$ cat config.mk
export PLATFORM = sky130hd
export DESIGN_NAME = wcrs_ctrl
export DESIGN_NICKNAME = d
export VERILOG_FILES = /design/src/hdl/wcrs_pkg.sv /design/src/hdl/wcrs_ctrl.sv
export SDC_FILE = /design/constraint.sdc
export NUM_CORES = 1
export LEC_CHECK = 0
export ABC_AREA = 0
export BUFFER_PORTS_ARGS = -buffer_cell sky130_fd_sc_hd__buf_4
export CORE_AREA = 2 2 39 41
export CTS_CLUSTER_SIZE = 28
export DETAILED_ROUTE_END_ITERATION = 12
export DIE_AREA = 0 0 41 43
export PLACE_DENSITY = 0.53
export SYNTH_ARGS = -nofsm -noshare
export SYNTH_HDL_FRONTEND = slang
export SYNTH_SLANG_ARGS = --single-unit
$ cat constraint.sdc
create_clock -name clk_i -period 3.6 [get_ports clk_i]
set_input_delay 0.54 -clock clk_i [delete_from_list [all_inputs] [get_ports clk_i]]
set_output_delay 0.54 -clock clk_i [all_outputs]
set_load 0.01 [all_outputs]
$ cat src/hdl/wcrs_pkg.sv
// Shared widths, controller/datapath command and status types.
package wcrs_pkg;

  localparam int unsigned DataW  = 16;
  localparam int unsigned CfgW   = 13;
  localparam int unsigned IdxW   = 12;
  localparam int unsigned ScoreW = 63;
  localparam int unsigned TermW  = 54;

  // Commands from the sequencer to the datapath
  typedef struct packed {
    logic capture;
    logic mul_en;
    logic rd_en;
    logic sqr_en;
    logic wgt_en;
    logic acc_en;
  } cmd_t;

  // Status from the datapath to the sequencer
  typedef struct packed {
    logic out_block;
  } status_t;

  // One-hot sequencer states
  typedef enum logic [4:0] {
    S_IDLE = 5'b00001,
    S_MUL  = 5'b00010,
    S_SQR  = 5'b00100,
    S_WGT  = 5'b01000,
    S_ACC  = 5'b10000
  } state_e;

endpackage

$ cat src/hdl/wcrs_ctrl.sv
// Sequencer: steps one pixel beat through multiply, square, weight, accumulate.
module wcrs_ctrl (
  input  logic             clk_i,
  input  logic             rst_ni,
  input  logic             in_valid_i,
  output logic             in_ready_o,
  input  wcrs_pkg::status_t status_i,
  output wcrs_pkg::cmd_t    cmd_o
);
  import wcrs_pkg::*;

  state_e state_q, state_d;
  logic   accept;

  assign in_ready_o = (state_q == S_IDLE);
  assign accept     = in_valid_i && in_ready_o;

  // Next state
  always_comb begin
    state_d = state_q;
    unique case (state_q)
      S_IDLE: if (in_valid_i) state_d = S_MUL;
      S_MUL:  state_d = S_SQR;
      S_SQR:  state_d = S_WGT;
      S_WGT:  state_d = S_ACC;
      S_ACC:  if (!status_i.out_block) state_d = S_IDLE;
      default: state_d = S_IDLE;
    endcase
  end

  always_ff @(posedge clk_i or negedge rst_ni) begin
    if (!rst_ni) begin
      state_q <= S_IDLE;
    end else begin
      state_q <= state_d;
    end
  end

  // Commands
  always_comb begin
    cmd_o.capture = accept;
    cmd_o.mul_en  = (state_q == S_MUL);
    cmd_o.rd_en   = (state_q == S_MUL);
    cmd_o.sqr_en  = (state_q == S_SQR);
    cmd_o.wgt_en  = (state_q == S_WGT);
    cmd_o.acc_en  = (state_q == S_ACC) && !status_i.out_block;
  end

  a_accept_starts: assert property (@(posedge clk_i) disable iff (!rst_ni)
    accept |=> state_q == S_MUL)
    else $error("accepted beat did not start the multiply step");

  a_acc_returns: assert property (@(posedge clk_i) disable iff (!rst_ni)
    cmd_o.acc_en |=> state_q == S_IDLE)
    else $error("accumulate did not return to idle");

  a_hold_blocked: assert property (@(posedge clk_i) disable iff (!rst_ni)
    (state_q == S_ACC) && status_i.out_block |=> state_q == S_ACC)
    else $error("accumulate left while result register was blocked");

endmodule

== After elaboration in Yosys (flattened, before gate mapping) ==
Index checks and enable logic that the tools add are counted.

* Bits in registers: 5
* Bits in latches: 0
* Memory bits (writable): 0
* ROM bits: 0
* Input port bits: 4
* Output and inout bits: 7
* Logic and storage cells: 15
* Memories kept: 0

* $add $sub $neg: 0
* Multiply operators: 0
* Div/mod/pow operators: 0
* Magnitude comparators: 0
* Equal/unequal tests: 7
* Shift-type cells: 0
* Multiplexer cells: 3
* Bitwise operators: 0
* Reduce and logical (&&, ||, !) cells: 4

{| class="wikitable"
|+ Operator list
! cell !! count
|-
| one-hot mux 5 bit (5 select lines) || 1
|-
| 2-to-1 mux 5 bit || 2
|-
| equality test 5 x 1 -> 1 bit (second input constant) || 1
|-
| equality test 5 x 2 -> 1 bit (second input constant) || 1
|-
| equality test 5 x 3 -> 1 bit (second input constant) || 1
|-
| equality test 5 x 4 -> 1 bit (second input constant) || 1
|-
| equality test 5 bit (second input constant) || 1
|-
| inequality test 2 bit (second input constant) || 2
|-
| logical AND 1 bit || 2
|-
| AND reduction 2 bit || 1
|-
| zero test 1 bit || 1
|}

== Longest topological paths before layout ==
Gate-level depths: netlist (run 1).

* Word-level depth: 3
* Mapped depth: 4
* Gate-level depth less buffers: 3

== Worst setup path after synthesis (run 1) ==
OpenSTA, ideal clock, no wires.

* Path type: reg-to-output
* Start point: register state_q[3]
* End point: output port cmd_o[4] (netlist bit)
* Arrival: 1.441 ns
* Data required time: 3.060 ns
* Slack: 1.619 ns
* Stages on the path, launching flop included: 5
* Buffers on the path: 2
* Cell sequence: dfrtp_1 -> or3_1 -> buf_6 -> nor3_1 -> buf_4

{| class="wikitable"
|+ RTL lines
! what !! RTL line !! RTL
|-
| from (decl) || wcrs_ctrl.sv:12 || <nowiki>state_e state_q, state_d;</nowiki>
|-
| from (signal assigned) || wcrs_ctrl.sv:35 || <nowiki>state_q <= state_d;</nowiki>
|-
| to (decl) || wcrs_ctrl.sv:8 || <nowiki>output wcrs_pkg::cmd_t cmd_o</nowiki>
|}

==> results.sh, run 1 <==
export IMPL_cts_resized=0
export IMPL_status="finished, final reports clean"
export IMPL_drt_initial_drc_count=1
export IMPL_dieArea_sq_um=1760
export IMPL_largest_reg_flops=5
export IMPL_grt_pass1_wl_microns=897
export IMPL_setup_tns_ps=0
export IMPL_netlist_area_leader_share_pct=31.5
export IMPL_hold_violations=0
export IMPL_cp_end_kind="output pin"
export IMPL_die_w_microns=41
export IMPL_cts_buffers=3
export IMPL_post_cts_buffers=0
export IMPL_setup_viol=0
export IMPL_finalCritPeriodShare_pct=58.7
export IMPL_vias=254
export IMPL_ys_warn_count=0
export IMPL_clk_pin_slew_worst_paths_ps=40
export IMPL_dpl_cell_count=55
export IMPL_hp_class="input port to asynchronous set/reset pin"
export IMPL_coreArea_sq_um=1380
export IMPL_yosys_area_top_type="dfrtp_1"
export IMPL_synthArstFlopShare_pct=100
export IMPL_grt_pass1_vias=225
export IMPL_maxCapViolCount=0
export IMPL_grtUsageTotal_pct=8.00
export IMPL_fin_nets=48
export IMPL_grt_overflow_total=0
export IMPL_synth_fp_nets=37
export IMPL_synth_edf_count=0
export IMPL_fin_cells=59
export IMPL_grt_max_degree=9
export IMPL_netlist_instances=33
export IMPL_clkLatencyLatePin_ps=230
export IMPL_cellLeakagePower_nw=0.172
export IMPL_yosysSeqAreaShare_pct=39.8
export IMPL_antenna_found_initial=0
export IMPL_cts_sinks=5
export IMPL_row_count=14
export IMPL_wl_per_cell_microns=9.37
export IMPL_critPathKind="flop to output pin"
export IMPL_clock_fmax_mhz=473
export IMPL_synthFlopType="dfrtp_1"
export IMPL_crit_path_start_kind="flop"
export IMPL_cts_root_buf="clkbuf_4"
export IMPL_r2r_worst_path_cells=3
export IMPL_vdd_ir_drop_max_mv=0.166
export IMPL_pin_count=11
export IMPL_area_delta_synth_final_pct=27.6
export IMPL_top_regs="state_q x5"
export IMPL_first_pass_iters=2
export IMPL_top_register="state_q"
export IMPL_io_buffers=10
export IMPL_synth_area_sq_um=318
export IMPL_cts_path_max_buffers=2
export IMPL_final_common_cell="buf_4"
export IMPL_n_antenna_cell=0
export IMPL_cp_data_required_time_ps=3060
export IMPL_power_density_nw_per_um2=597
export IMPL_netlist_top_cells_area="dfrtp_1, dfstp_2, buf_4, nor3_1, nand3b_1"
export IMPL_crit_path_max_fanout=7
export IMPL_cts_hold_buf=0
export IMPL_synth_cell_types=20
export IMPL_finalClockSkew_ps=3.26
export IMPL_remaining_drc_errors=0
export IMPL_dieHeight_microns=43
export IMPL_cts_tree="yes"
export IMPL_worst_pin_slew_ps=275
export IMPL_htreeDepth=1
export IMPL_via_per_inst=4.31
export IMPL_drive_above_1_share_pct=39.5
export IMPL_fin_crit_ps=2110
export IMPL_start_util_pct=23.0
export IMPL_relSlewSlack_pct=81.5
export IMPL_finalWirelength_microns=553
export IMPL_antenna_left=0
export IMPL_synth_seq_cells=5
export IMPL_drv_slew=0
export IMPL_gp_congestion=0.644
export IMPL_final_cell_mix="buf_4, dfrtp_1, nor3_1, nor2_1, clkbuf_4"
export IMPL_cp_arrival_ps=1570
export IMPL_dpl_hpwl_microns=463
export IMPL_postSynthAreaPerCell_sq_um=9.63
export IMPL_rsz0062_at_grt="false"
-- cell usage after synthesis (2+ instances only) --
library cell	n
nor3_1	3
nand3b_1	2
buf_4	3
nor4_1	2
inv_1	2
nor2_1	3
dfrtp_1	4
or3_1	2
-- area by class of cell --
type	instances	area [sq um]
fillers	151	978
multi-input cells	22	150
flip-flops and latches	5	126
repair buffers	10	75.1
clock buffers	4	26.3
well taps	16	20.0
inverters	2	7.51
-- per-layer routing --
metal  track usage [%]  vias up  routed length (microns)
met4              6.00        0                        0
met5                 0        -                        0
met3              4.71        0                       32
li1                  -      138                        -
met1              9.57      112                      243
met2              10.0        4                      277
-- stage by stage --
step           cell area [sq um]  utilization, %  hold WS (ps)  power (W)  setup WS (ps)
2_1_floorplan                318               -           244   0.000159           1620
3_3_place_gp                 379            27.4           343   0.000186           1740
3_5_place_dp                 379            27.4           345   0.000183           1720
4_1_cts                      405            29.3          90.5   0.000248           1460
5_1_grt                      405            29.3          84.4   0.000264           1400
6_report                     405            29.3          98.6   0.000242           1490
-- critical path, stage by stage, from the launching register on --
cell and delay (ps):
dfrtp_1 420, or3_1 500, nor3_1 250, buf_4 170
-- final timing paths --
kind | start | end | slack [ps]
max | state_q[3]$_DFFE_PN0P_ | cmd_o[4] | 1490
max in group asynchronous | rst_ni | state_q[0]$_DFFE_PN1P_ | 3310
min reg2reg | state_q[0]$_DFFE_PN1P_ | state_q[0]$_DFFE_PN1P_ | 510
max reg2reg | state_q[3]$_DFFE_PN0P_ | state_q[0]$_DFFE_PN1P_ | 2360
min | rst_ni | state_q[1]$_DFFE_PN0P_ | 100
min in group clk_i | state_q[0]$_DFFE_PN1P_ | state_q[0]$_DFFE_PN1P_ | 510
-- report_power, final --
part	switching (W)	internal (W)
Combinational	0.0000448	0.0000461
Sequential	0.0000190	0.0000708
Clock	0.0000198	0.0000417
-- cell families after synthesis --
family | count (synthesis) | share of synthesized area (%)
AOI/OAI and AO/OA | 5 | 11.0
buffers and inverters | 6 | 13.0
DFF | 5 | 39.8
muxes | 1 | 3.54
and+or+nand+nor | 16 | 32.7
Note: power is estimated with default switching activity, not from simulation.
==> inputs of run 2 (changes only) <==
==> constraint.sdc (replaced) <==
create_clock -name clk_i -period 1.95 [get_ports clk_i]
set_input_delay 0.2925 -clock clk_i [delete_from_list [all_inputs] [get_ports clk_i]]
set_output_delay 0.2925 -clock clk_i [all_outputs]
set_load 0.01 [all_outputs]
==> run 2 against run 1 <==
  * First-iteration DRC count up 100%
  * Via count rose by 4.3%
  * Worst hold slack improved by 290 ps
  * Utilization grew 0.72 points
  * Die area did not move
  * Largest cell class unchanged
==> results.sh, run 2 (synthesized netlist as in run 1, its figures left out) <==
export IMPL_fin_area_sq_um=415
export IMPL_row_count=14
export IMPL_finalCritPeriodShare_pct=95.6
export IMPL_first_pass_iters=2
export IMPL_grt_pass1_wl_microns=952
export IMPL_power_density_nw_per_um2=1090
export IMPL_top_register="state_q"
export IMPL_fin_crit_ps=1870
export IMPL_critPathKind="flop to output pin"
export IMPL_coreArea_sq_um=1380
export IMPL_cellLeakagePower_nw=0.176
export IMPL_post_dp_cell_area_sq_um=379
export IMPL_rsz0062_at_grt="false"
export IMPL_post_cts_buffers=0
export IMPL_cts_path_max_buffers=2
export IMPL_vdd_ir_drop_max_mv=0.327
export IMPL_remaining_drc_errors=0
export IMPL_cts_root_buf="clkbuf_4"
export IMPL_cts_buffers=3
export IMPL_rrSetupSlack_ps=700
export IMPL_wl_per_cell_microns=10.3
export IMPL_grt_overflow_total=0
export IMPL_cp_arrival_ps=1570
export IMPL_antenna_found_initial=0
export IMPL_io_buffers=10
export IMPL_n_antenna_cell=0
export IMPL_antenna_left=0
export IMPL_dieArea_sq_um=1760
export IMPL_via_per_inst=4.42
export IMPL_top_regs="state_q x5"
export IMPL_pin_count=11
export IMPL_clk_pin_slew_worst_paths_ps=40
export IMPL_drv_slew=0
export IMPL_final_core_util_pct=30.0
export IMPL_r2r_worst_path_cells=3
export IMPL_gp_congestion=0.624
export IMPL_die_w_microns=41
export IMPL_largest_reg_flops=5
export IMPL_hold_violations=0
export IMPL_final_cell_mix="buf_4, dfrtp_1, nor3_1, nor2_1, clkbuf_4"
export IMPL_vias=265
export IMPL_worst_pin_slew_ps=260
export IMPL_relSlewSlack_pct=82.5
export IMPL_dpl_hpwl_microns=475
export IMPL_clock_fmax_mhz=536
export IMPL_htreeDepth=1
export IMPL_final_common_cell="buf_4"
export IMPL_status="finished, final reports clean"
export IMPL_clkLatencyLatePin_ps=240
export IMPL_crit_path_start="state_q[3]$_DFFE_PN0P_"
export IMPL_start_util_pct=23.0
export IMPL_crit_path_max_fanout=7
export IMPL_area_delta_synth_final_pct=30.7
export IMPL_cts_tree="yes"
export IMPL_finalWirelength_microns=617
export IMPL_dieHeight_microns=43
export IMPL_setup_viol=0
export IMPL_grt_pass1_vias=230
export IMPL_fin_nets=49
export IMPL_drive_above_1_share_pct=38.6
export IMPL_cp_end_kind="output pin"
export IMPL_hp_class="input port to asynchronous set/reset pin"
export IMPL_finalClockSkew_ps=1.27
export IMPL_grt_max_degree=9
export IMPL_cp_data_required_time_ps=1660
export IMPL_crit_path_start_kind="flop"
export IMPL_timing_rr_start="state_q[3]$_DFFE_PN0P_"
export IMPL_r2r_end="state_q[0]$_DFFE_PN1P_"
export IMPL_maxCapViolCount=0
export IMPL_grtUsageTotal_pct=8.48
export IMPL_cts_sinks=5
export IMPL_drt_initial_drc_count=2
export IMPL_setup_tns_ps=0
-- run 2: changes by cell type in the layout (fill, tap and decap cells not counted), sizes merged --
cell and delta:
dlygate4sd3 +1
-- run 2: critical path: stages (launching register included) --
cell	delay [ps]
dfrtp_1	430
or3_1	510
nor3_1	230
buf_4	170
-- run 2: layout make-up --
type,count,area (sq um)
sequential,5,126
clock buffer,4,26.3
tap,16,20.0
timing repair buffer,11,85.1
fill,154,968
multi-input combinational,22,150
inverter,2,7.51
-- run 2: what timing repair did --
| item | CTS | global route |
|---|---|---|
| hold buffers | 1 | 0 |
| resized for setup | 0 | 0 |
| hold endpoints to repair | 4 | 0 |
-- run 2: worst max-delay path by stage --
stage,endpoint,slack (ps),depth (start not counted)
floorplan,cmd_o[4],220,4
global placement,cmd_o[0],340,3
detailed placement,cmd_o[3],340,3
CTS,cmd_o[3],80,3
global route,cmd_o[4],30,3
finish,cmd_o[3],80,3
-- run 2: per-stage QoR --
stage,total power (W),instances,setup WS [ps],hold WS (ps)
after floorplan,0.000294,33,217,-3.09
after global placement,0.000342,55,339,95.3
after detailed placement,0.000339,55,340,98.7
after CTS,0.000464,60,76.2,383
after global routing,0.000491,60,32.2,390
final,0.000455,60,84.8,393
-- run 2: metal layers --
layer	global-route usage (%)	share of wire, %	wire (microns)	vias to the layer above
li1	-	-	-	142
met1	10.8	48	294	119
met2	10.3	48	294	4
met3	3.14	4.5	28	0
met4	8.00	0	0	0
met5	0	0	0	-
-- run 2: power breakdown --
group          leakage (nW)  switching [W]  total (W)  internal, W
clock                0.0150      0.0000408   0.000118    0.0000773
sequential           0.0650      0.0000371   0.000168     0.000131
combinational        0.0962      0.0000826   0.000169    0.0000863
total                 0.176       0.000161   0.000455     0.000294
==> inputs of run 3 (changes only) <==
--- a/config.mk
+++ b/config.mk
@@ -7,11 +7,13 @@
 export LEC_CHECK = 0
 export ABC_AREA = 0
 export BUFFER_PORTS_ARGS = -buffer_cell sky130_fd_sc_hd__buf_4
+export CELL_PAD_IN_SITES_DETAIL_PLACEMENT = 1
+export CELL_PAD_IN_SITES_GLOBAL_PLACEMENT = 2
 export CORE_AREA = 2 2 39 41
 export CTS_CLUSTER_SIZE = 28
 export DETAILED_ROUTE_END_ITERATION = 12
 export DIE_AREA = 0 0 41 43
-export PLACE_DENSITY = 0.53
+export PLACE_DENSITY = 0.76
 export SYNTH_ARGS = -nofsm -noshare
 export SYNTH_HDL_FRONTEND = slang
 export SYNTH_SLANG_ARGS = --single-unit
==> run 3 against run 2 <==
  * First-iteration DRC count decreased by 50%
  * Worst hold slack improved by 1.1 ps
  * Non-clock buffer count unchanged
  * Critical path depth unchanged
  * Clock power about the same
  * Via count unchanged
  * Largest power group unchanged
==> results.sh, run 3 (synthesized netlist as in run 1, its figures left out) <==
export IMPL_status="finished, final reports clean"
export IMPL_remaining_drc_errors=0
export IMPL_grt_pass1_wl_mm=1.08
export IMPL_dieArea_sq_um=1760
export IMPL_crit_path_top_delay_cell="or3_1"
export IMPL_cts_sinks=5
export IMPL_fin_crit_ps=1830
export IMPL_cp_cell_sequence="or3_1 > nor3b_2 > buf_4"
export IMPL_cellLeakagePower_nw=0.177
export IMPL_power_density_nw_per_um2=1110
export IMPL_maxCapViolCount=0
export IMPL_die_w_microns=41
export IMPL_drive_above_1_share_pct=40.9
export IMPL_setup_viol=0
export IMPL_critPathKind="flop to output pin"
export IMPL_hp_class="input port to asynchronous set/reset pin"
export IMPL_wl_per_cell_microns=11.2
export IMPL_via_per_inst=4.42
export IMPL_intPower_w=0.000296
export IMPL_cp_end_kind="output pin"
export IMPL_grt_max_degree=9
export IMPL_clock_fmax_mhz=546
export IMPL_vias=265
export IMPL_cp_arrival_ps=1540
export IMPL_grtUsageTotal_pct=9.49
export IMPL_cts_root_buf="clkbuf_4"
export IMPL_top_regs="state_q x5"
export IMPL_antenna_found_initial=0
export IMPL_cts_buffers=3
export IMPL_cts_path_max_buffers=2
export IMPL_finalWirelength_microns=671
export IMPL_row_count=14
export IMPL_vdd_ir_drop_max_mv=0.293
export IMPL_finalClockSkew_ps=0.381
export IMPL_grt_overflow_total=0
export IMPL_final_common_cell="buf_4"
export IMPL_crit_path_max_fanout=7
export IMPL_hold_violations=0
export IMPL_cp_data_required_time_ps=1660
export IMPL_pin_count=11
export IMPL_htreeDepth=1
export IMPL_n_antenna_cell=0
export IMPL_first_pass_iters=2
export IMPL_largest_reg_flops=5
export IMPL_start_util_pct=23.0
export IMPL_crit_path_start_kind="flop"
export IMPL_final_cell_mix="buf_4, dfrtp_1, nor2_1, clkbuf_4"
export IMPL_crit_buf_inv=1
export IMPL_relSlewSlack_pct=79.9
export IMPL_dpl_hpwl_microns=491
export IMPL_clk_pin_slew_worst_paths_ps=40
export IMPL_clkPwrFrac_pct=25.5
export IMPL_rsz0062_at_grt="false"
export IMPL_setup_tns_ps=0
export IMPL_critPathTopFamily="simple AND/OR/NAND/NOR gates"
export IMPL_top_register="state_q"
export IMPL_max_stage_delay_ps=530
export IMPL_finalCritPeriodShare_pct=94.0
export IMPL_area_delta_synth_final_pct=32.3
export IMPL_fin_nets=49
export IMPL_worst_pin_slew_ps=299
export IMPL_switching_share_pct=36.6
export IMPL_drv_slew=0
export IMPL_dieHeight_microns=43
export IMPL_clkLatencyLatePin_ps=240
export IMPL_fin_area_sq_um=420
export IMPL_io_buffers=10
export IMPL_gp_congestion=0.710
export IMPL_power_frac_comb_pct=37.8
export IMPL_antenna_left=0
export IMPL_cts_tree="yes"
export IMPL_power_switching_w=0.000171
export IMPL_drt_initial_drc_count=1
export IMPL_post_dp_cell_area_sq_um=379
export IMPL_grt_pass1_vias=252
export IMPL_seqPwrFrac_pct=36.7
export IMPL_coreArea_sq_um=1380
## run 3: cell counts in the layout (fill, tap and decap cells not counted)
Identical to the previous run, type by type.
## run 3: area by class of cell
| type | count | area [sq um] |
|---|---|---|
| Fill cell | 159 | 963 |
| Tap cell | 16 | 20.0 |
| Multi-Input combinational cell | 22 | 155 |
| Inverter | 2 | 7.51 |
| Timing Repair Buffer | 11 | 85.1 |
| Clock buffer | 4 | 26.3 |
| Sequential cell | 5 | 126 |
## run 3: what timing repair did
item	in CTS	in global routing
hold endpoints to repair	4	0
setup endpoints to repair	0	2
hold buffers	1	0
setup buffers	0	0
gates resized for setup	0	1
## run 3: power by group through the flow
stage / sequential (W) / combinational [W] / clock [W]
after floorplan: 0.000159 / 0.000135 / 0
after global placement: 0.000170 / 0.000173 / 0
after detailed placement: 0.000171 / 0.000174 / 0
after CTS: 0.000170 / 0.000177 / 0.000126
after global routing: 0.000175 / 0.000195 / 0.000130
final: 0.000171 / 0.000176 / 0.000119
## run 3: final timing paths
kind | start | cells past startpoint | to | slack [ps]
max in group asynchronous | rst_ni | 2 | state_q[0]$_DFFE_PN1P_ | 1360
hold reg to reg | state_q[0]$_DFFE_PN1P_ | 2 | state_q[0]$_DFFE_PN1P_ | 550
setup reg to reg | state_q[3]$_DFFE_PN0P_ | 3 | state_q[0]$_DFFE_PN1P_ | 650
min in group clk_i | in_valid_i | 3 | state_q[1]$_DFFE_PN0P_ | 410
hold / removal | rst_ni | 2 | state_q[4]$_DFFE_PN0P_ | 390
setup / recovery | state_q[3]$_DFFE_PN0P_ | 3 | in_ready_o | 120
## run 3: metal layers
| metal | GRT usage [%] | vias up | wire length, microns |
|---|---|---|---|
| li1 | - | 137 | - |
| met1 | 12.1 | 124 | 318 |
| met2 | 12.2 | 4 | 324 |
| met3 | 3.14 | 0 | 27 |
| met4 | 8.00 | 0 | 0 |
| met5 | 0 | - | 0 |
## run 3: worst register-to-register path: cells and delay by family (launching register included)
| family | cells | cell delay [ps] |
|---|---|---|
| AO/OA/AOI/OAI | 2 | 260 |
| AND/OR/NAND/NOR | 1 | 530 |
| flip-flops | 1 | 430 |
## run 3: through the flow
stage                     power (W)  utilization, %  worst slack [ps]  std cells  hold WS (ps)
after floorplan            0.000294               -               217         33         -3.09
after global placement     0.000344            27.4               346         55          95.2
after detailed placement   0.000345            27.4               325         55          97.2
after CTS                  0.000473            30.0              56.3         60           384
after global routing       0.000500            30.4              45.8         60           415
final                      0.000466            30.4               118         60           394
